**config.mk**
```make
export PLATFORM = sky130hd
export DESIGN_NAME = cca_seq
export DESIGN_NICKNAME = d
export VERILOG_FILES = /design/src/hdl/cca_pkg.sv /design/src/hdl/cca_seq.sv
export SDC_FILE = /design/constraint.sdc
export NUM_CORES = 1
export LEC_CHECK = 0
export BUFFER_PORTS_ARGS = -buffer_cell sky130_fd_sc_hd__buf_4
export CELL_PAD_IN_SITES_DETAIL_PLACEMENT = 0
export CELL_PAD_IN_SITES_GLOBAL_PLACEMENT = 1
export CORE_AREA = 2 2 125 127
export CTS_CLUSTER_SIZE = 40
export DETAILED_ROUTE_END_ITERATION = 12
export DIE_AREA = 0 0 127 129
export PLACE_DENSITY = 0.81
export RECOVER_POWER = 100
export SYNTH_ARGS = -nofsm -noshare
export SYNTH_HDL_FRONTEND = slang
export SYNTH_SLANG_ARGS = --single-unit
```
**constraint.sdc**
```tcl
create_clock -name clk -period 2.8 [get_ports clk]
set_clock_uncertainty 0.15 [all_clocks]
set_input_delay 0.42 -clock clk [delete_from_list [all_inputs] [get_ports clk]]
set_output_delay 0.42 -clock clk [all_outputs]
set_load 0.005 [all_outputs]
```
**src/hdl/cca_pkg.sv**
```systemverilog
// shared types and constants for the cave cellular automaton
// no dependencies
package cca_pkg;

	typedef struct packed {
		logic [1:0] kind;
		logic [5:0] cell_x;
		logic [5:0] cell_y;
		logic       cell_in;
	} cca_in_t;

	typedef struct packed {
		logic cell_out;
		logic run_done;
	} cca_out_t;

	// sequencer status seen by the top level
	typedef struct packed {
		logic busy;
		logic done;
	} cca_stat_t;

	localparam logic [1:0] KIND_LOAD = 2'd0;
	localparam logic [1:0] KIND_RUN  = 2'd1;
	localparam logic [1:0] KIND_READ = 2'd2;

	localparam logic [2:0] REG_GRID_WIDTH   = 3'd0;
	localparam logic [2:0] REG_GRID_HEIGHT  = 3'd1;
	localparam logic [2:0] REG_MAIN_STEPS   = 3'd2;
	localparam logic [2:0] REG_MIRROR_STEPS = 3'd3;
	localparam logic [2:0] REG_BIRTH_LIMIT  = 3'd4;
	localparam logic [2:0] REG_DEATH_LIMIT  = 3'd5;

	// neighbor slot that holds the cell itself
	localparam logic [3:0] NB_CENTER = 4'd4;
	localparam logic [3:0] NB_LAST   = 4'd8;

endpackage

```
**src/hdl/cca_seq.sv**
```systemverilog
// run sequencer: automaton steps, copy back and mirror passes over the grid rams
// depends on cca_pkg
module cca_seq import cca_pkg::*; #(
	parameter int MAX_COLS = 64,
	parameter int MAX_ROWS = 64,
	parameter int XW = $clog2(MAX_COLS),
	parameter int YW = $clog2(MAX_ROWS),
	parameter int CW = $clog2(MAX_COLS + 1),
	parameter int RW = $clog2(MAX_ROWS + 1)
) (
	input  logic             clk,
	input  logic             arst_n,
	input  logic             start,
	input  logic [CW-1:0]    w,
	input  logic [RW-1:0]    h,
	input  logic [7:0]       main_steps,
	input  logic [7:0]       mirror_steps,
	input  logic [3:0]       birth_limit,
	input  logic [3:0]       death_limit,
	input  logic             a_rdata,
	input  logic             b_rdata,
	output logic [XW+YW-1:0] a_raddr,
	output logic             a_we,
	output logic [XW+YW-1:0] a_waddr,
	output logic             a_wdata,
	output logic [XW+YW-1:0] b_raddr,
	output logic             b_we,
	output logic [XW+YW-1:0] b_waddr,
	output logic             b_wdata,
	output cca_stat_t        stat
);

	typedef enum logic [6:0] {
		S_IDLE    = 7'b0000001,
		S_NEXT    = 7'b0000010,
		S_STEP_RD = 7'b0000100,
		S_STEP_WR = 7'b0001000,
		S_XFER    = 7'b0010000,
		S_DRAIN   = 7'b0100000,
		S_FIN     = 7'b1000000
	} state_t;

	localparam logic [2:0] PH_MAIN = 3'd0;
	localparam logic [2:0] PH_MCOL = 3'd1;
	localparam logic [2:0] PH_MS1  = 3'd2;
	localparam logic [2:0] PH_MROW = 3'd3;
	localparam logic [2:0] PH_MS2  = 3'd4;
	localparam logic [2:0] PH_END  = 3'd5;

	localparam logic [1:0] MODE_COPY = 2'd0;
	localparam logic [1:0] MODE_MCOL = 2'd1;
	localparam logic [1:0] MODE_MROW = 2'd2;

	state_t            state_q;
	logic [2:0]        phase_q;
	logic [7:0]        steps_q;
	logic [1:0]        mode_q;
	logic [XW-1:0]     x_q;
	logic [YW-1:0]     y_q;
	logic [CW-1:0]     xl_q;
	logic [RW-1:0]     yl_q;
	logic [3:0]        nb_q;
	logic [3:0]        sum_q;
	logic              center_q;
	logic              st_vld_s1;
	logic              out_s1;
	logic [3:0]        nb_s1;
	logic              xf_vld_s1;
	logic [XW+YW-1:0]  waddr_s1;

	logic [1:0]        col, row;
	logic              outside;
	logic [XW-1:0]     nx;
	logic [YW-1:0]     ny;
	logic [XW+YW-1:0]  dst;
	logic              term;
	logic [3:0]        sum_fin;
	logic              new_cell;
	logic              last_col, last_cell;

	always_comb begin
		case (nb_q)
			4'd0:    begin col = 2'd0; row = 2'd0; end
			4'd1:    begin col = 2'd1; row = 2'd0; end
			4'd2:    begin col = 2'd2; row = 2'd0; end
			4'd3:    begin col = 2'd0; row = 2'd1; end
			4'd4:    begin col = 2'd1; row = 2'd1; end
			4'd5:    begin col = 2'd2; row = 2'd1; end
			4'd6:    begin col = 2'd0; row = 2'd2; end
			4'd7:    begin col = 2'd1; row = 2'd2; end
			default: begin col = 2'd2; row = 2'd2; end
		endcase
	end

	// neighbor coordinates, out-of-grid neighbors read as alive
	assign nx = x_q + XW'(col) - XW'(1);
	assign ny = y_q + YW'(row) - YW'(1);
	assign outside = (col == 2'd0 && x_q == '0) || (col == 2'd2 && CW'(x_q) + CW'(1) == w)
		|| (row == 2'd0 && y_q == '0) || (row == 2'd2 && RW'(y_q) + RW'(1) == h);

	always_comb begin
		case (mode_q)
			MODE_MCOL: dst = {y_q, XW'(w - CW'(1) - CW'(x_q))};
			MODE_MROW: dst = {YW'(h - RW'(1) - RW'(y_q)), x_q};
			default:   dst = {y_q, x_q};
		endcase
	end

	assign term    = out_s1 ? 1'b1 : a_rdata;
	assign sum_fin = sum_q + 4'(term);
	always_comb begin
		new_cell = center_q;
		if (!center_q && sum_fin >= birth_limit) begin
			new_cell = 1'b1;
		end else if (center_q && sum_fin <= death_limit) begin
			new_cell = 1'b0;
		end
	end

	assign last_col  = CW'(x_q) + CW'(1) == xl_q;
	assign last_cell = last_col && (RW'(y_q) + RW'(1) == yl_q);

	assign a_raddr = (state_q == S_STEP_RD) ? {ny, nx} : {y_q, x_q};
	assign b_raddr = {y_q, x_q};
	assign a_we    = xf_vld_s1;
	assign a_waddr = waddr_s1;
	assign a_wdata = (mode_q == MODE_COPY) ? b_rdata : a_rdata;
	assign b_we    = (state_q == S_STEP_WR);
	assign b_waddr = {y_q, x_q};
	assign b_wdata = new_cell;

	assign stat.busy = (state_q != S_IDLE);
	assign stat.done = (state_q == S_FIN);

	always_ff @(posedge clk or negedge arst_n) begin
		if (!arst_n) begin
			state_q   <= S_IDLE;
			phase_q   <= PH_MAIN;
			steps_q   <= '0;
			mode_q    <= MODE_COPY;
			x_q       <= '0;
			y_q       <= '0;
			xl_q      <= '0;
			yl_q      <= '0;
			nb_q      <= '0;
			sum_q     <= '0;
			st_vld_s1 <= 1'b0;
			xf_vld_s1 <= 1'b0;
		end else begin
			st_vld_s1 <= (state_q == S_STEP_RD);
			xf_vld_s1 <= (state_q == S_XFER);
			if (st_vld_s1 && nb_s1 != NB_CENTER) begin
				sum_q <= sum_fin;
			end
			unique case (state_q)
				S_IDLE: begin
					if (start) begin
						phase_q <= PH_MAIN;
						steps_q <= main_steps;
						state_q <= S_NEXT;
					end
				end
				S_NEXT: begin
					x_q  <= '0;
					y_q  <= '0;
					nb_q <= '0;
					sum_q <= '0;
					unique case (phase_q)
						PH_MAIN, PH_MS1, PH_MS2: begin
							if (steps_q != '0) begin
								steps_q <= steps_q - 8'd1;
								xl_q    <= w;
								yl_q    <= h;
								state_q <= S_STEP_RD;
							end else begin
								phase_q <= phase_q + 3'd1;
								steps_q <= mirror_steps;
							end
						end
						PH_MCOL: begin
							phase_q <= phase_q + 3'd1;
							steps_q <= mirror_steps;
							if ((w >> 1) != '0) begin
								mode_q  <= MODE_MCOL;
								xl_q    <= w >> 1;
								yl_q    <= h;
								state_q <= S_XFER;
							end
						end
						PH_MROW: begin
							phase_q <= phase_q + 3'd1;
							steps_q <= mirror_steps;
							if ((h >> 1) != '0) begin
								mode_q  <= MODE_MROW;
								xl_q    <= w;
								yl_q    <= h >> 1;
								state_q <= S_XFER;
							end
						end
						default: state_q <= S_FIN;
					endcase
				end
				S_STEP_RD: begin
					nb_q <= nb_q + 4'd1;
					if (nb_q == NB_LAST) begin
						state_q <= S_STEP_WR;
					end
				end
				S_STEP_WR: begin
					nb_q  <= '0;
					sum_q <= '0;
					if (last_cell) begin
						x_q     <= '0;
						y_q     <= '0;
						mode_q  <= MODE_COPY;
						state_q <= S_XFER;
					end else begin
						if (last_col) begin
							x_q <= '0;
							y_q <= y_q + YW'(1);
						end else begin
							x_q <= x_q + XW'(1);
						end
						state_q <= S_STEP_RD;
					end
				end
				S_XFER: begin
					if (last_cell) begin
						state_q <= S_DRAIN;
					end else if (last_col) begin
						x_q <= '0;
						y_q <= y_q + YW'(1);
					end else begin
						x_q <= x_q + XW'(1);
					end
				end
				S_DRAIN: state_q <= S_NEXT;
				S_FIN:   state_q <= S_IDLE;
				default: state_q <= S_IDLE;
			endcase
		end
	end

	// read side bookkeeping, payload only
	always_ff @(posedge clk) begin
		out_s1   <= outside;
		nb_s1    <= nb_q;
		waddr_s1 <= dst;
		if (st_vld_s1 && nb_s1 == NB_CENTER) begin
			center_q <= a_rdata;
		end
	end

endmodule
```
---- After elaboration in Yosys (flattened, before gate mapping) ----
Memory sizes are Yosys's and may differ from the RTL's.
Index checks and enable logic that the tools add are counted.
word-level totals
  bits in registers ....................... 74
  bits in latches ......................... 0
  RAM bits ................................ 0
  memory bits (read-only) ................. 32
  input bits .............................. 43
  output and inout port bits .............. 54
  word-level logic and storage cells ...... 157
  memories ................................ 1
operators by class
  add/subtract/negate cells ............... 16
  multipliers ............................. 0
  divide/modulo/power cells ............... 0
  order comparisons ....................... 2
  equality and inequality tests ........... 37
  shift operators ......................... 0
  muxes and demuxes ....................... 48
  bitwise gates (word level) .............. 0
  reductions and logical operators ........ 37
memory list
  name             depth  width  read ports  clocked after Yosys merged registers in  wr ports  line           source
  (no name shown)  8      4      1           0                                        0         cca_seq.sv:82  case (nb_q)
operator list
  cell                                              count
  two-way mux 7 bit                                 12
  case mux 7 bit (3 select lines)                   3
  case mux 7 bit (6 select lines)                   1
  two-way mux 6 bit                                 6
  case mux 6 bit (3 select lines)                   2
  case mux 8 bit (2 select lines)                   2
  equality test 7 bit                               4
  case mux 12 bit (2 select lines)                  1
  subtractor 6 x 1 -> 6 bit, second input constant  4
  two-way mux 8 bit                                 2
  adder 6 x 1 -> 7 bit, second input constant       2
  nonzero test 7 bit                                2
  adder 6 x 1 -> 6 bit, second input constant       2
  adder 6 x 2 -> 6 bit                              2
  zero test 6 bit                                   2
  two-way mux 12 bit                                1
  two-way mux 4 bit                                 3
  != test 2 bit, second input constant              6
  != test 3 bit, second input constant              4
  case mux 3 bit (2 select lines)                   2
  subtractor 6 bit                                  2
  AND reduction 5 bit                               2
  logical AND 1 bit                                 9
  case mux 2 bit (2 select lines)                   2
  other kinds (42)                                  62

---- Logic depth before layout (Yosys ltp) ----
An unclocked memory read counts as a cell.
  depth after elaboration ................. 7
  depth in mapped cells ................... 13
  mapped depth without buffers ............ 13

---- Worst setup path after synthesis ----
OpenSTA, ideal clock, no wires.
  path kind ............................... register to output
  start ................................... reg nb_q[0]
  end ..................................... out a_raddr[5]
  data arrival time ....................... 2.512 ns
  required time ........................... 2.230 ns
  path slack .............................. -0.282 ns
  cell stages (with the launch flop) ...... 14
  path buffers ............................ 0
  cell sequence ........................... dfrtp_1 > inv_1 > ha_1 > nor2b_1 > a211oi_1 > ha_1 > inv_1 > ha_1 > inv_1 > fa_1 > o21bai_1 > a21oi_1 > xnor2_1 > o21ai_0
between the ends
  word-level cells in the longest chain between the ends .. 5
RTL lines
  element                    line            source
  start: declaration         cca_seq.sv:62   logic [3:0] nb_q;
  start signal: assignment   cca_seq.sv:204  nb_q <= nb_q + 4'd1;
  memory read (8 x 4 bit)    n/a
  two-way mux 4 bit          cca_seq.sv:82
  adder 6 x 2 -> 6 bit       cca_seq.sv:96   assign nx = x_q + XW'(col) - XW'(1);
  subtractor 6 x 1 -> 6 bit  cca_seq.sv:96
  two-way mux 12 bit         cca_seq.sv:123  assign a_raddr = (state_q == S_STEP_RD) ? {ny, nx} : {y_q, x_q};
  end: declaration           cca_seq.sv:22   output logic [XW+YW-1:0] a_raddr,
No other way between the ends.

---- Worst setup path in the final report ----
  start ................................... reg nb_q[0]
  end ..................................... out a_raddr[3]
The elaborated chain is that of the path after synthesis.

==> results.cfg <==
[sta]
setup-violations-final = 9
period_needed_ns = 3.41
slew_viol_final = 0
tns_ns = -2.79
hold_viol = 0
post-route-period-util_pct = 122
slew_headroom_pct = 1.39
timing.fmax_mhz = 293
fin_ws_ns = -0.610
tightest_slew_ns = 1.48
rsz0062_at_grt = yes
whs_ns = 0.212

[route]
first_iter_violations = 238
vias_per_cell = 5.19
dr.pass1.iters = 5
route.detailed.drc = 0
via_count = 4923
ant_nets = 0
wl_per_cell_um = 15.6
drt_wl_total_um = 14800

[setup_path]
cp-start-kind = flip-flop
cpMostUsedCell = inv_2
crit_chain = inv_2 -> ha_4 -> nand2b_1 -> a21o_1 -> ha_1 -> inv_2 -> ha_4 -> inv_2 -> fa_2 -> buf_4 -> buf_6 -> xor2_1 -> nand2_1 -> o21ai_1 -> buf_4
slowest_delay_ns = 0.40
cp.required_ns = 2.23
endpoint_kind = output pin
cpLargestDelayFamily = adder cells
cp_slowest_cell = dfrtp_1
critPathMaxFanout = 3
path_buf_inv = 6
worstSetupPathType = reg2out
crit_arrival_ns = 2.84

[place]
placed_cells = 924
place.gp.congestion = 0.821
port_buffers = 96
hpwl_um = 11100
dp_slack_ns = -0.254

[clocking]
clock-root-buffer = clkbuf_16
clk_latency_ns = 0.35
h-tree-depth = 3
cts_inserted_buffers = 9
tritoncts = done
cts.sink_count = 74
cts.clk_slew.worst_paths_ns = 0.06
cts_hold_buf = 0
clock_path_buffers = 2

[synth]
ys_ff_latch = 74
synth_cells = 645
synth_edf_count = 1
synth_cell_types = 69
ys_async_sr_fraction_pct = 75.7
synth.net_count = 752
ys_warn_count = 0
syn_avg_cell_area_um2 = 8.92
syn_area_um2 = 5760
ys.flop_type = dfrtp_1
yosysSeqAreaShare_pct = 30.8

[floorplanning]
core_area_um2 = 15000
die-width_um = 127
io_pins = 97
rows = 45
initial_core_util_pct = 38.4
fp.dieH_um = 129
die_area_um2 = 16400

[flow_run]
drv_cap = 0

[global_routing]
antenna_found_initial = 0
grt_overflow = 0
grt_pass1_wl_um = 24500
grt_pass1_vias = 5010
grt_max_degree = 57
gr-usage-all-layers_pct = 18.8

[hold_path]
min_path_type = in2reg

[cells_and_area]
area.growth.synth_to_final_pct = 26.3
antenna_cells = 0
fin_util_pct = 48.5
final_nets = 862
drive_gt1_share_pct = 30.3
final_cell_mix = buf_4, dfrtp_1, nand2_1
final_common_cell = buf_4
finalNonFillerCells = 948

[pwr]
peakVddDrop_mv = 0.409
power_density_nw_per_um2 = 743
cellLeakagePower_nw = 3.35

[outcome]
status = complete, but fails checks
violations = setup timing
## worst reg2reg max path: stages (launching register included)
cell and delay, ns:
dfrtp_1 0.61, ha_1 0.25, nand2_1 0.15, nor3_1 0.22, a31oi_1 0.09, o31a_1 0.33
o21ai_2 0.35, mux2i_1 0.23, nor2_1 0.05
## power breakdown
group          internal, W  total (W)  leakage, nW  switching, W
Sequential         0.00134    0.00161        0.878      0.000267
Clock             0.000738    0.00119        0.147      0.000453
Combinational      0.00125    0.00260         2.32       0.00135
Total              0.00333    0.00540         3.35       0.00207
## stage by stage
stage | area (um2) | total power (W)
final | 7270 | 0.00540
after global routing | 7270 | 0.00582
after CTS | 7160 | 0.00531
after detailed placement | 6720 | 0.00398
after global placement | 6720 | 0.00389
after floorplan | 5760 | 0.00326
## state kept, by name, indices dropped and copies added (netlist names)
register	flops
nb_s1	4
mode_q	2
y_q	6
phase_q	3
state_q	7
nb_q	4
a_we	1
sum_q	4
st_vld_s1	1
xl_q	7
center_q	1
x_q	6
a_waddr	12
steps_q	8
yl_q	7
out_s1	1
## synthesized netlist by cell type (11+ instances only)
master | number | area [um2]
nand2_1 | 52 | 195
buf_4 | 12 | 90.1
a21oi_1 | 41 | 205
nand2_2 | 14 | 87.6
o21ai_2 | 14 | 123
mux2i_1 | 14 | 140
inv_1 | 52 | 195
nand2b_1 | 11 | 68.8
xor2_1 | 31 | 272
ha_1 | 60 | 751
o21ai_0 | 33 | 165
dfrtp_1 | 55 | 1380
dfxtp_1 | 17 | 340
nor2_1 | 41 | 154
xnor2_1 | 37 | 324
## final cells by class
cell class	count	area (um2)
inverter	52	195
fill	1435	7710
clock inverter	2	35.0
tap	188	235
multi-input combinational	482	3740
clock buffer	14	264
sequential	74	1770
timing repair buffer	136	1030
## metal layers
metal	routed length (um)	track usage (%)	vias to the layer above
met1	6550	22.9	2383
met3	687	4.16	15
met2	7380	33.0	111
met5	0	0	-
met4	195	6.33	0
li1	-	-	2414
## cells by family (layout without fill, tap and decap cells)
| family | count (synthesis) | count (layout) | synth area share [%] |
|---|---|---|---|
| DFF | 74 | 74 | 30.8 |
| buffers and inverters | 89 | 204 | 7.63 |
| and+or+nand+nor | 187 | 187 | 17.4 |
| muxes | 18 | 18 | 3.22 |
| xor gates and xnor gates | 68 | 68 | 10.3 |
| adders and majority gates | 64 | 64 | 14.4 |
| AOI/OAI and AO/OA | 145 | 145 | 16.2 |
## final timing paths
| kind | from | end | cells past startpoint | slack, ns |
|---|---|---|---|---|
| max | nb_q[0] | a_raddr[3] | 15 | -0.61 |
| min | main_steps[7] | steps_q[7] | 3 | 0.21 |
| max reg2reg | y_q[3] | y_q[1] | 8 | 0.26 |
| min reg2reg | xl_q[3] | xl_q[3] | 2 | 0.35 |
| max in group asynchronous | arst_n | nb_q[1] | 1 | 1.23 |
| min in group asynchronous | arst_n | steps_q[6] | 1 | 0.27 |
## repair_timing
action,in CTS,in global routing
buffers inserted,3,7
resized for setup,29,26
gates cloned,0,0
endpoints found under the setup margin,9,12
pin swaps,5,16
No activity file was read; power rests on OpenSTA's default activity.
